--- src/sv/pbrd_pkg.sv ---
package pbrd_pkg;

   // Width of the running decoded-length counter.
   localparam int COUNT_BITS = 16;
   // Width that holds the counter plus one group size without wrapping.
   localparam int CMP_BITS = ((COUNT_BITS > 16) ? COUNT_BITS : 16) + 1;

   localparam logic [15:0] CAP_RESET = 16'hFFFF;
   localparam logic [7:0]  HDR_END   = 8'h80;
   localparam logic [8:0]  RUN_BASE  = 9'd257;

   typedef enum logic [1:0] {
      PH_HEADER,
      PH_LITERAL,
      PH_RUN,
      PH_STOPPED
   } phase_type;

   typedef enum logic [1:0] {
      ST_OK,
      ST_TRUNC,
      ST_OVER,
      ST_NOROOM
   } status_type;

   typedef struct packed {
      logic        data_valid;
      logic [7:0]  out_byte;
      logic [7:0]  repeat_count;
      logic        done_res;
      status_type  status;
      logic [15:0] total_len;
   } result_type;

endpackage

--- src/sv/pbrd_req_if.sv ---
interface pbrd_req_if;
   logic       valid;
   logic       ready;
   logic [7:0] in_byte;
   logic       last_byte;

   modport source (output valid, output in_byte, output last_byte, input ready);
   modport sink (input valid, input in_byte, input last_byte, output ready);
endinterface

--- src/sv/pbrd_rsp_if.sv ---
interface pbrd_rsp_if;
   logic        valid;
   logic        ready;
   logic        data_valid;
   logic [7:0]  out_byte;
   logic [7:0]  repeat_count;
   logic        done_res;
   logic [1:0]  status;
   logic [15:0] total_len;

   modport source (
      output valid, output data_valid, output out_byte, output repeat_count,
      output done_res, output status, output total_len, input ready
   );
   modport sink (
      input valid, input data_valid, input out_byte, input repeat_count,
      input done_res, input status, input total_len, output ready
   );
endinterface

--- src/sv/pbrd_csr_if.sv ---
interface pbrd_csr_if;
   logic        valid;
   logic        ready;
   logic [15:0] out_capacity;

   modport source (output valid, output out_capacity, input ready);
   modport sink (input valid, input out_capacity, output ready);
endinterface

--- src/sv/packbits_run_decoder_core.sv ---
// Results are registered in the result register, or the skid register while
// it is full. Throughput: one packed byte per cycle unless the skid register
// is full; the two-entry output buffer keeps req open while one result waits.
// Reset is synchronous and active high: the decoder returns to expecting a
// header with zero count and ok status, out_capacity returns to 65535.
module packbits_run_decoder_core (
   input logic         clock,
   input logic         reset,
   pbrd_req_if.sink    req_chan,
   pbrd_rsp_if.source  rsp_chan,
   pbrd_csr_if.sink    csr_chan
);
   import pbrd_pkg::*;

   logic [15:0]           capacity_ff;
   phase_type             phase_ff, phase_in;
   logic [7:0]            literals_left_ff, literals_left_in;
   logic [7:0]            run_length_ff, run_length_in;
   logic [COUNT_BITS-1:0] out_count_ff, out_count_in;
   status_type            error_ff, error_in;

   result_type            main_ff, skid_ff;
   logic                  main_valid_ff, skid_valid_ff;

   result_type            res;
   logic                  has_result;
   logic                  accept, pop, push;
   logic [7:0]            in_b;
   logic                  in_last;
   logic                  is_run;
   logic [7:0]            group_cnt;
   logic                  overflow;

   assign accept  = req_chan.valid && req_chan.ready;
   assign in_b    = req_chan.in_byte;
   assign in_last = req_chan.last_byte;

   // Header decode: literal groups hold b+1 bytes, runs 257-b copies.
   assign is_run    = in_b[7];
   assign group_cnt = is_run ? 8'(RUN_BASE - {1'b0, in_b}) : (in_b + 8'd1);
   assign overflow  = (CMP_BITS'(out_count_ff) + CMP_BITS'(group_cnt))
                      > CMP_BITS'(capacity_ff);

   // Next state
   always_comb begin
      phase_in         = phase_ff;
      literals_left_in = literals_left_ff;
      run_length_in    = run_length_ff;
      out_count_in     = out_count_ff;
      error_in         = error_ff;
      case (phase_ff)
         PH_HEADER: begin
            if (capacity_ff == 16'd0) begin
               error_in = ST_NOROOM;
               phase_in = PH_STOPPED;
            end else if (in_b == HDR_END) begin
               phase_in = PH_STOPPED;
            end else if (in_last) begin
               error_in = ST_TRUNC;
               phase_in = PH_STOPPED;
            end else if (overflow) begin
               error_in = ST_OVER;
               phase_in = PH_STOPPED;
            end else if (!is_run) begin
               literals_left_in = group_cnt;
               phase_in         = PH_LITERAL;
            end else begin
               run_length_in = group_cnt;
               phase_in      = PH_RUN;
            end
         end
         PH_LITERAL: begin
            out_count_in     = out_count_ff + COUNT_BITS'(1);
            literals_left_in = literals_left_ff - 8'd1;
            if (literals_left_in == 8'd0) begin
               phase_in = PH_HEADER;
            end else if (in_last) begin
               error_in = ST_TRUNC;
               phase_in = PH_STOPPED;
            end
         end
         PH_RUN: begin
            out_count_in = out_count_ff + COUNT_BITS'(run_length_ff);
            phase_in     = PH_HEADER;
         end
         default: begin
         end
      endcase
   end

   // Result for the item at the input
   always_comb begin
      res.data_valid   = (phase_ff == PH_LITERAL) || (phase_ff == PH_RUN);
      res.out_byte     = res.data_valid ? in_b : 8'd0;
      case (phase_ff)
         PH_LITERAL: res.repeat_count = 8'd1;
         PH_RUN:     res.repeat_count = run_length_ff;
         default:    res.repeat_count = 8'd0;
      endcase
      res.done_res     = in_last;
      res.status       = in_last ? error_in : ST_OK;
      res.total_len    = 16'(out_count_in);
      has_result       = res.data_valid || in_last;
   end

   // Decoder state; the final byte of a stream starts the next one afresh.
   always_ff @(posedge clock) begin
      if (reset || (accept && in_last)) begin
         phase_ff         <= PH_HEADER;
         literals_left_ff <= 8'd0;
         run_length_ff    <= 8'd0;
         out_count_ff     <= '0;
         error_ff         <= ST_OK;
      end else if (accept) begin
         phase_ff         <= phase_in;
         literals_left_ff <= literals_left_in;
         run_length_ff    <= run_length_in;
         out_count_ff     <= out_count_in;
         error_ff         <= error_in;
      end
   end

   always_ff @(posedge clock) begin
      if (reset) begin
         capacity_ff <= CAP_RESET;
      end else if (csr_chan.valid && csr_chan.ready) begin
         capacity_ff <= csr_chan.out_capacity;
      end
   end

   // Output buffer: the skid entry is always younger than the main entry.
   assign pop  = main_valid_ff && rsp_chan.ready;
   assign push = accept && has_result;

   always_ff @(posedge clock) begin
      if (reset) begin
         main_valid_ff <= 1'b0;
         skid_valid_ff <= 1'b0;
      end else if (skid_valid_ff) begin
         if (pop) begin
            main_ff       <= skid_ff;
            skid_valid_ff <= 1'b0;
         end
      end else if (!main_valid_ff || pop) begin
         main_valid_ff <= push;
         if (push) begin
            main_ff <= res;
         end
      end else if (push) begin
         skid_ff       <= res;
         skid_valid_ff <= 1'b1;
      end
   end

   assign req_chan.ready        = !skid_valid_ff;
   assign csr_chan.ready        = 1'b1;
   assign rsp_chan.valid        = main_valid_ff;
   assign rsp_chan.data_valid   = main_ff.data_valid;
   assign rsp_chan.out_byte     = main_ff.out_byte;
   assign rsp_chan.repeat_count = main_ff.repeat_count;
   assign rsp_chan.done_res     = main_ff.done_res;
   assign rsp_chan.status       = main_ff.status;
   assign rsp_chan.total_len    = main_ff.total_len;

   // A waiting younger result never exists without an older one ahead of it.
   a_skid_behind_main: assert property (@(posedge clock) disable iff (reset)
      skid_valid_ff |-> main_valid_ff)
      else $error("skid entry valid while result register empty");

   // Once stopped, bytes produce no decoded data.
   a_stopped_quiet: assert property (@(posedge clock) disable iff (reset)
      (accept && phase_ff == PH_STOPPED) |-> !res.data_valid)
      else $error("decoded data emitted while stopped");

   // The final byte of a stream leaves the decoder ready for a new header.
   a_restart: assert property (@(posedge clock) disable iff (reset)
      (accept && in_last) |=> (phase_ff == PH_HEADER && out_count_ff == '0
                               && error_ff == ST_OK))
      else $error("stream state not cleared after final byte");

   // Decoded data always carries a nonzero repeat count.
   a_repeat_nonzero: assert property (@(posedge clock) disable iff (reset)
      (main_valid_ff && main_ff.data_valid) |-> main_ff.repeat_count != 8'd0)
      else $error("decoded data with zero repeat count");

   // A result that is not the final one always carries data.
   a_no_empty_result: assert property (@(posedge clock) disable iff (reset)
      (main_valid_ff && !main_ff.done_res) |-> main_ff.data_valid)
      else $error("empty result issued");

endmodule

--- src/flat_wrapper.sv ---
// flat-port wrapper written by rule: the top's interface ports become plain ports
module packbits_run_decoder_core_flat import pbrd_pkg::*;
  (clock, reset, req_chan_valid, req_chan_in_byte, req_chan_last_byte, req_chan_ready, rsp_chan_valid, rsp_chan_data_valid, rsp_chan_out_byte, rsp_chan_repeat_count, rsp_chan_done_res, rsp_chan_status, rsp_chan_total_len, rsp_chan_ready, csr_chan_valid, csr_chan_out_capacity, csr_chan_ready);
  pbrd_req_if req_chan_i ();
  pbrd_rsp_if rsp_chan_i ();
  pbrd_csr_if csr_chan_i ();
  input logic clock;
  input logic reset;
  input wire logic [$bits(req_chan_i.valid)-1:0] req_chan_valid;
  input wire logic [$bits(req_chan_i.in_byte)-1:0] req_chan_in_byte;
  input wire logic [$bits(req_chan_i.last_byte)-1:0] req_chan_last_byte;
  output wire logic [$bits(req_chan_i.ready)-1:0] req_chan_ready;
  output wire logic [$bits(rsp_chan_i.valid)-1:0] rsp_chan_valid;
  output wire logic [$bits(rsp_chan_i.data_valid)-1:0] rsp_chan_data_valid;
  output wire logic [$bits(rsp_chan_i.out_byte)-1:0] rsp_chan_out_byte;
  output wire logic [$bits(rsp_chan_i.repeat_count)-1:0] rsp_chan_repeat_count;
  output wire logic [$bits(rsp_chan_i.done_res)-1:0] rsp_chan_done_res;
  output wire logic [$bits(rsp_chan_i.status)-1:0] rsp_chan_status;
  output wire logic [$bits(rsp_chan_i.total_len)-1:0] rsp_chan_total_len;
  input wire logic [$bits(rsp_chan_i.ready)-1:0] rsp_chan_ready;
  input wire logic [$bits(csr_chan_i.valid)-1:0] csr_chan_valid;
  input wire logic [$bits(csr_chan_i.out_capacity)-1:0] csr_chan_out_capacity;
  output wire logic [$bits(csr_chan_i.ready)-1:0] csr_chan_ready;
  assign req_chan_i.valid = req_chan_valid;
  assign req_chan_i.in_byte = req_chan_in_byte;
  assign req_chan_i.last_byte = req_chan_last_byte;
  assign req_chan_ready = req_chan_i.ready;
  assign rsp_chan_valid = rsp_chan_i.valid;
  assign rsp_chan_data_valid = rsp_chan_i.data_valid;
  assign rsp_chan_out_byte = rsp_chan_i.out_byte;
  assign rsp_chan_repeat_count = rsp_chan_i.repeat_count;
  assign rsp_chan_done_res = rsp_chan_i.done_res;
  assign rsp_chan_status = rsp_chan_i.status;
  assign rsp_chan_total_len = rsp_chan_i.total_len;
  assign rsp_chan_i.ready = rsp_chan_ready;
  assign csr_chan_i.valid = csr_chan_valid;
  assign csr_chan_i.out_capacity = csr_chan_out_capacity;
  assign csr_chan_ready = csr_chan_i.ready;
  packbits_run_decoder_core u_core (.clock(clock), .reset(reset), .req_chan(req_chan_i), .rsp_chan(rsp_chan_i), .csr_chan(csr_chan_i));
endmodule
--- config.mk ---
export PLATFORM = sky130hd
export DESIGN_NAME = packbits_run_decoder_core_flat
export DESIGN_NICKNAME = d
export VERILOG_FILES = /design/src/sv/pbrd_pkg.sv /design/src/sv/pbrd_req_if.sv /design/src/sv/pbrd_rsp_if.sv /design/src/sv/pbrd_csr_if.sv /design/src/sv/packbits_run_decoder_core.sv /design/src/flat_wrapper.sv
export SDC_FILE = /design/constraint.sdc
export NUM_CORES = 1
export LEC_CHECK = 0
export BUFFER_PORTS_ARGS = -buffer_cell sky130_fd_sc_hd__buf_2
export CAP_MARGIN = 20
export CORE_AREA = 3 3 106 108
export CTS_BUF_LIST = sky130_fd_sc_hd__clkbuf_8
export CTS_CLUSTER_SIZE = 28
export DETAILED_ROUTE_END_ITERATION = 12
export DIE_AREA = 0 0 109 111
export GPL_TIMING_DRIVEN = 0
export MAX_ROUTING_LAYER = met4
export PLACE_DENSITY = 0.87
export SYNTH_ARGS = -nofsm -noshare
export SYNTH_HDL_FRONTEND = slang
export SYNTH_SLANG_ARGS = --single-unit
--- constraint.sdc ---
create_clock -name clock -period 12.05 [get_ports clock]
set_input_delay 1.205 -clock clock [delete_from_list [all_inputs] [get_ports clock]]
set_output_delay 1.205 -clock clock [all_outputs]
set_load 0.1 [all_outputs]
Yosys cells after proc, flatten, opt, wreduce, memory -nomap -nowiden
Cells that the tools add are included.
- add/subtract/negate cells: 6
- order comparisons: 1
- equality and inequality tests: 10
- multiplexer cells: 34
- bitwise operators: 7
- reduce and logical (&&, ||, !) cells: 23
- operator list (kind ; count):
    $mux 36 ; 4
    $mux 8 ; 7
    $pmux 16 s2 ; 1
    $pmux 8 s2 ; 2
    $mux 2 ; 14
    $add 16x8->17 ; 1
    $gt 17x16->1 ; 1
    $add 16x1->16 const B ; 1
    $add 16x8->16 ; 1
    $logic_not 16->1 ; 1
    $reduce_and 7->1 ; 2
    $ne 2x2->1 const B ; 6
    $add 8x1->8 const B ; 1
    $eq 8x8->1 const B ; 1
    $logic_not 8->1 ; 1
    $reduce_and 4->1 ; 2
    $sub 1x8->8 const A ; 1
    $sub 8x1->8 const B ; 1
    $not 1->1 ; 7
    $pmux 2 s3 ; 1
    $reduce_bool 2->1 ; 3
    $logic_and 1x1->1 ; 4
    $logic_or 1x1->1 ; 4
    $mux 1 ; 4
    9 further kinds ; 10
- register bits: 126
- bits of input ports: 30
- output and inout bits: 39
- word-level logic and storage cells: 101

Longest topological paths before layout
- depth after elaboration: 13
- mapped depth: 23
- depth with buffers taken out: 22

Worst setup path before layout
OpenSTA, ideal clock, no wires.
- kind: input port to flip-flop
- start point: input port req_chan_in_byte[7]
- end point: register u_core.run_length_ff[5]
- library setup time: 0.074 ns
- arrival: 5.133 ns
- data required time: 11.976 ns
- path slack: 6.843 ns
- stages on the path: 18
- buffers on the path: 2
- cells stage by stage: clkbuf_1 > mux2_2 > fa_1 > a211oi_1 > o21ai_1 > a31oi_1 > nor2_1 > xor2_1 > ha_1 > a211o_1 > a21oi_1 > nor2_1 > o41ai_1 > nand3_1 > nor3_4 > buf_2 > nand3_1 > o21ai_0
- elaborated cells between the ends (all ways): 9
- those cells by class: 3 x add/sub; 1 x order compare; 1 x eq/ne; 1 x mux; 2 x bitwise; 1 x reduce/logical
- RTL lines (element ; line ; text):
    start: declaration ; flat_wrapper.sv:10 ; input wire logic [$bits(req_chan_i.in_byte)-1:0] req_chan_in_byte;
    $mux 8 ; packbits_run_decoder_core.sv:40 ; assign group_cnt = is_run ? 8'(RUN_BASE - {1'b0, in_b}) : (in_b + 8'd1);
    via u_core.group_cnt[1] ; packbits_run_decoder_core.sv:31 ; logic [7:0] group_cnt;
    $add 16x8->17 ; packbits_run_decoder_core.sv:41 ; assign overflow = (CMP_BITS'(out_count_ff) + CMP_BITS'(group_cnt))
    $gt 17x16->1 ; packbits_run_decoder_core.sv:42 ; > CMP_BITS'(capacity_ff);
    $not 1->1 (no source line) ; n/a ;
    $reduce_and 7->1 (no source line) ; n/a ;
    end signal: assignment ; packbits_run_decoder_core.sv:117 ; run_length_ff <= run_length_in;
    end: declaration ; packbits_run_decoder_core.sv:18 ; logic [7:0] run_length_ff, run_length_in;
The timed path passes the listed nets, and every way through them passes these cells.
A chain may end at the register's enable or synchronous reset.

Worst setup path in the final report
- start point: input port req_chan_in_byte[7]
- end point: register u_core.run_length_ff[7]
Same word-level chain as after synthesis.

==> flow_summary.yaml <==
run_status:
  status: "finished clean"
flow_run:
  cap_viol_max_count: 0
detailed_routing:
  dr.pass1.iters: 7
  num_vias: 5671
  postRouteAntennaNets: 0
  routed_wl_um: 17900
  drc: 0
  wl_per_cell_um: 19.6
  vias_per_cell: 6.24
  drt-initial-drc-count: 832
worst_setup_path:
  crit_required_ns: 12.42
  cp-start-kind: "input port"
  r2r_end: "u_core.run_length_ff[7]"
  r2r_slack_ns: 6.99
  cpLargestDelayFamily: "compound AO/OA/AOI/OAI gates"
  max_stage_delay_ns: 0.83
  r2r_start: "u_core.out_count_ff[0]"
  reg2regPathDepth: 17
  cp_slowest_cell: "o41ai_1"
  crit_buf_inv: 3
  worstPathCellList: "buf_2 -> clkbuf_1 -> mux2_2 -> fa_1 -> a211oi_1 -> o21ai_1 -> a31oi_1 -> nand2b_1 -> xnor2_1 -> ha_1 -> nand4_1 -> nor3_1 -> a21boi_0 -> o41ai_1 -> nand3_1 -> nor3_4 -> buf_2 -> nand3_1 -> o21ai_0"
  worstSetupPathType: "in -> reg"
  cp_max_fo: 10
  cp.arrival_ns: 6.67
  worst_setup_path_end_kind: "flop"
final_layout:
  syn_to_final_growth_pct: 14.0
  stdcell_area_mm2: 0.00780
  drive_gt1_frac: 0.203
  nets: 834
worst_hold_path:
  whs_endpoint: "u_core.run_length_ff[4]"
  worstHoldStart: "u_core.run_length_ff[4]"
  worstHoldPathType: "reg -> reg"
  hold_path_depth: 2
logic_synthesis:
  avgSynthCellArea_um2: 10.2
  yosys_warnings: 0
  synth-seq-area-share: 0.474
  netlist_instances: 672
  synth_nets: 747
  synthDistinctLibCells: 60
  synth-async-reset-ratio: 0
  synth_ff_type: "edfxtp_1"
  yosysTopAreaCell: "edfxtp_1"
  netlist_area_mm2: 0.00684
  synth_edf_count: 72
  synthTopCellsByArea: "edfxtp_1 32%, dfxtp_1 16%, ha_1 7.9%"
  netlist.area_leader.share: 0.316
  ys_seq_elements: 126
sta:
  rsz0062_at_grt: "no"
  relSlewSlack: 0.374
  skew_ns: 0.0159
  slew_violations: 0
  setup_viol: 0
  min_period_over_period: 0.523
  tns_ns: 0
  timing.final.crit_period_ns: 6.30
  fmax_ghz: 0.159
  hold_viol: 0
  max_slew.worst_pin.slew_ns: 0.927
  worst_slack_ns: 5.75
  hold_ws_ns: 0.457
clock_tree:
  root_buffer: "clkbuf_8"
  h-tree-depth: 4
  cts_tree: "yes"
  post-cts-setup-buffer-count: 0
  clock_latency_ns: 0.45
  post_cts_resized: 0
  clk_pin_slew_ns: 0.07
  clockBufferDepth: 2
  cts.sinks: 126
  numCtsBuffers: 17
  ctsHoldBuffers: 0
placement:
  placed_area_mm2: 0.00739
  port-buffer-count: 66
  hpwlAfterDp_um: 12000
  gp_congestion: 0.947
  dp_slack_ns: 5.57
floorplanning:
  rows: 37
  fp.dieW_um: 109
  core_mm2: 0.0103
  start_util: 0.662
  fp.dieH_um: 111
  die-area_mm2: 0.0121
  num_io_pins: 69
grt:
  grt_pass1_vias: 5416
  antenna_found_initial: 0
  overflow: 0
  grt_pass1_wl_um: 28200
  grt_usage: 0.311
  grt_max_degree: 37
power_and_ir_drop:
  finalPower_mw: 1.07
  p_per_area_mw_per_mm2: 137
  ir_worst_vdd_mv: 0.0910
  p_leak_nw: 3.26
==> power breakdown <==
| part | leakage [nW] | switching (mW) | internal, mW |
|---|---|---|---|
| clock | 0.195 | 0.180 | 0.203 |
| combinational | 1.98 | 0.145 | 0.0598 |
| sequential | 1.08 | 0.0101 | 0.474 |
==> worst max path at each step <==
stage | from | end | slack, ns | cells after the start
6_report | req_chan_in_byte[7] | u_core.run_length_ff[7] | 5.75 | 19
3_5_place_dp | req_chan_in_byte[7] | u_core.run_length_ff[7] | 5.57 | 19
4_1_cts | req_chan_in_byte[7] | u_core.run_length_ff[7] | 5.98 | 19
2_1_floorplan | req_chan_in_byte[7] | u_core.run_length_ff[5] | 6.84 | 18
3_3_place_gp | req_chan_valid | u_core.rsp_chan.total_len[10] | 5.75 | 4
5_1_grt | req_chan_in_byte[2] | u_core.run_length_ff[5] | 5.41 | 23
==> layer usage <==
layer / vias to the layer above / GRT usage / part of all wire
met5: - / - / 0
met4: 0 / 0.116 / 0.044
met3: 79 / 0.0646 / 0.091
met2: 369 / 0.483 / 0.47
met1: 2629 / 0.402 / 0.40
li1: 2594 / - / -
==> placed cells by master (no fill, tap or decap), types with 4 or more instances in the layout <==
cell | synthesis | final
nor2_1 | 40 | 40
clkbuf_1 | 23 | 23
edfxtp_1 | 72 | 72
a211oi_1 | 6 | 6
a31oi_1 | 5 | 5
xnor2_1 | 20 | 20
a21o_1 | 9 | 9
clkinvlp_4 | 0 | 4
nor3_1 | 12 | 12
buf_2 | 3 | 69
mux2_2 | 41 | 41
and3_1 | 5 | 5
inv_1 | 34 | 35
dfxtp_1 | 54 | 54
a21oi_1 | 41 | 41
clkinv_1 | 2 | 4
nor4_1 | 6 | 6
ha_1 | 43 | 43
and2_1 | 17 | 17
xor2_1 | 19 | 19
o21ai_0 | 30 | 30
nand2b_1 | 8 | 8
nand2_1 | 74 | 74
nor2b_1 | 9 | 9
clkbuf_8 | 0 | 17
nand4_1 | 8 | 8
nand3_1 | 23 | 23
o211ai_1 | 18 | 18
==> tightest hold or removal path, stage by stage (launching register included) <==
cell and delay (ns):
dfxtp_1 0.31, nand2_1 0.05, o21ai_0 0.06
==> stage by stage <==
step,cells,utilization
detailed placement,876,0.716
floorplan,672,-
global route,908,0.755
CTS,908,0.755
global placement,874,0.711
finish,909,0.755
==> flip-flops by register name (all words and copies together) (netlist names) <==
signal / cells
u_core.skid_valid_ff: 1
u_core.run_length_ff: 8
u_core.literals_left_ff: 8
u_core.rsp_chan.out_byte: 8
u_core.out_count_ff: 16
u_core.rsp_chan.done_res: 1
u_core.rsp_chan.total_len: 16
u_core.rsp_chan.data_valid: 1
u_core.rsp_chan.valid: 1
u_core.phase_ff: 2
u_core.capacity_ff: 16
u_core.rsp_chan.repeat_count: 8
u_core.error_ff: 2
u_core.skid_ff: 36
u_core.rsp_chan.status: 2
==> synth_stat cells (all sizes together) (2+ instances only) <==
| master | n |
|---|---|
| a211oi | 6 |
| nand4 | 8 |
| edfxtp | 72 |
| inv | 34 |
| and2 | 18 |
| o32ai | 2 |
| and4 | 4 |
| ha | 43 |
| nor3 | 13 |
| clkbuf | 23 |
| a31oi | 5 |
| xnor2 | 20 |
| clkinv | 2 |
| nor2 | 40 |
| buf | 7 |
| a41oi | 2 |
| and3 | 5 |
| o221a | 2 |
| nand3 | 23 |
| xor2 | 19 |
| o21bai | 3 |
| a21o | 9 |
| nand2 | 74 |
| a211o | 2 |
| or3 | 4 |
| o211ai | 18 |
| a21boi | 2 |
| fa | 2 |
| a21oi | 41 |
| nor2b | 9 |
| or2 | 2 |
| nand2b | 8 |
| mux2 | 42 |
| dfxtp | 54 |
| nor4 | 6 |
| o21ai | 32 |
| a22o | 2 |
==> cells by family after synthesis <==
kind of cell	synth area share
adder cells (fa/ha/maj)	0.0845
multiplexers	0.0712
flip-flops	0.474
AND/OR/NAND/NOR	0.157
buffers and inverters	0.0373
XOR/XNOR	0.0499
other	0.000548
AO/OA/AOI/OAI	0.125
==> area by class of cell <==
class                           count  area, µm²
Antenna cell                        1       2.50
Buffer                             30        120
Clock buffer                       17        234
Clock inverter                     15        171
Fill cell                         648       2530
Inverter                           36        135
Multi-Input combinational cell    480       3360
Sequential cell                   126       3240
Tap cell                          136        170
Timing Repair Buffer               68        360
Note: power is estimated with default switching activity, not from simulation.
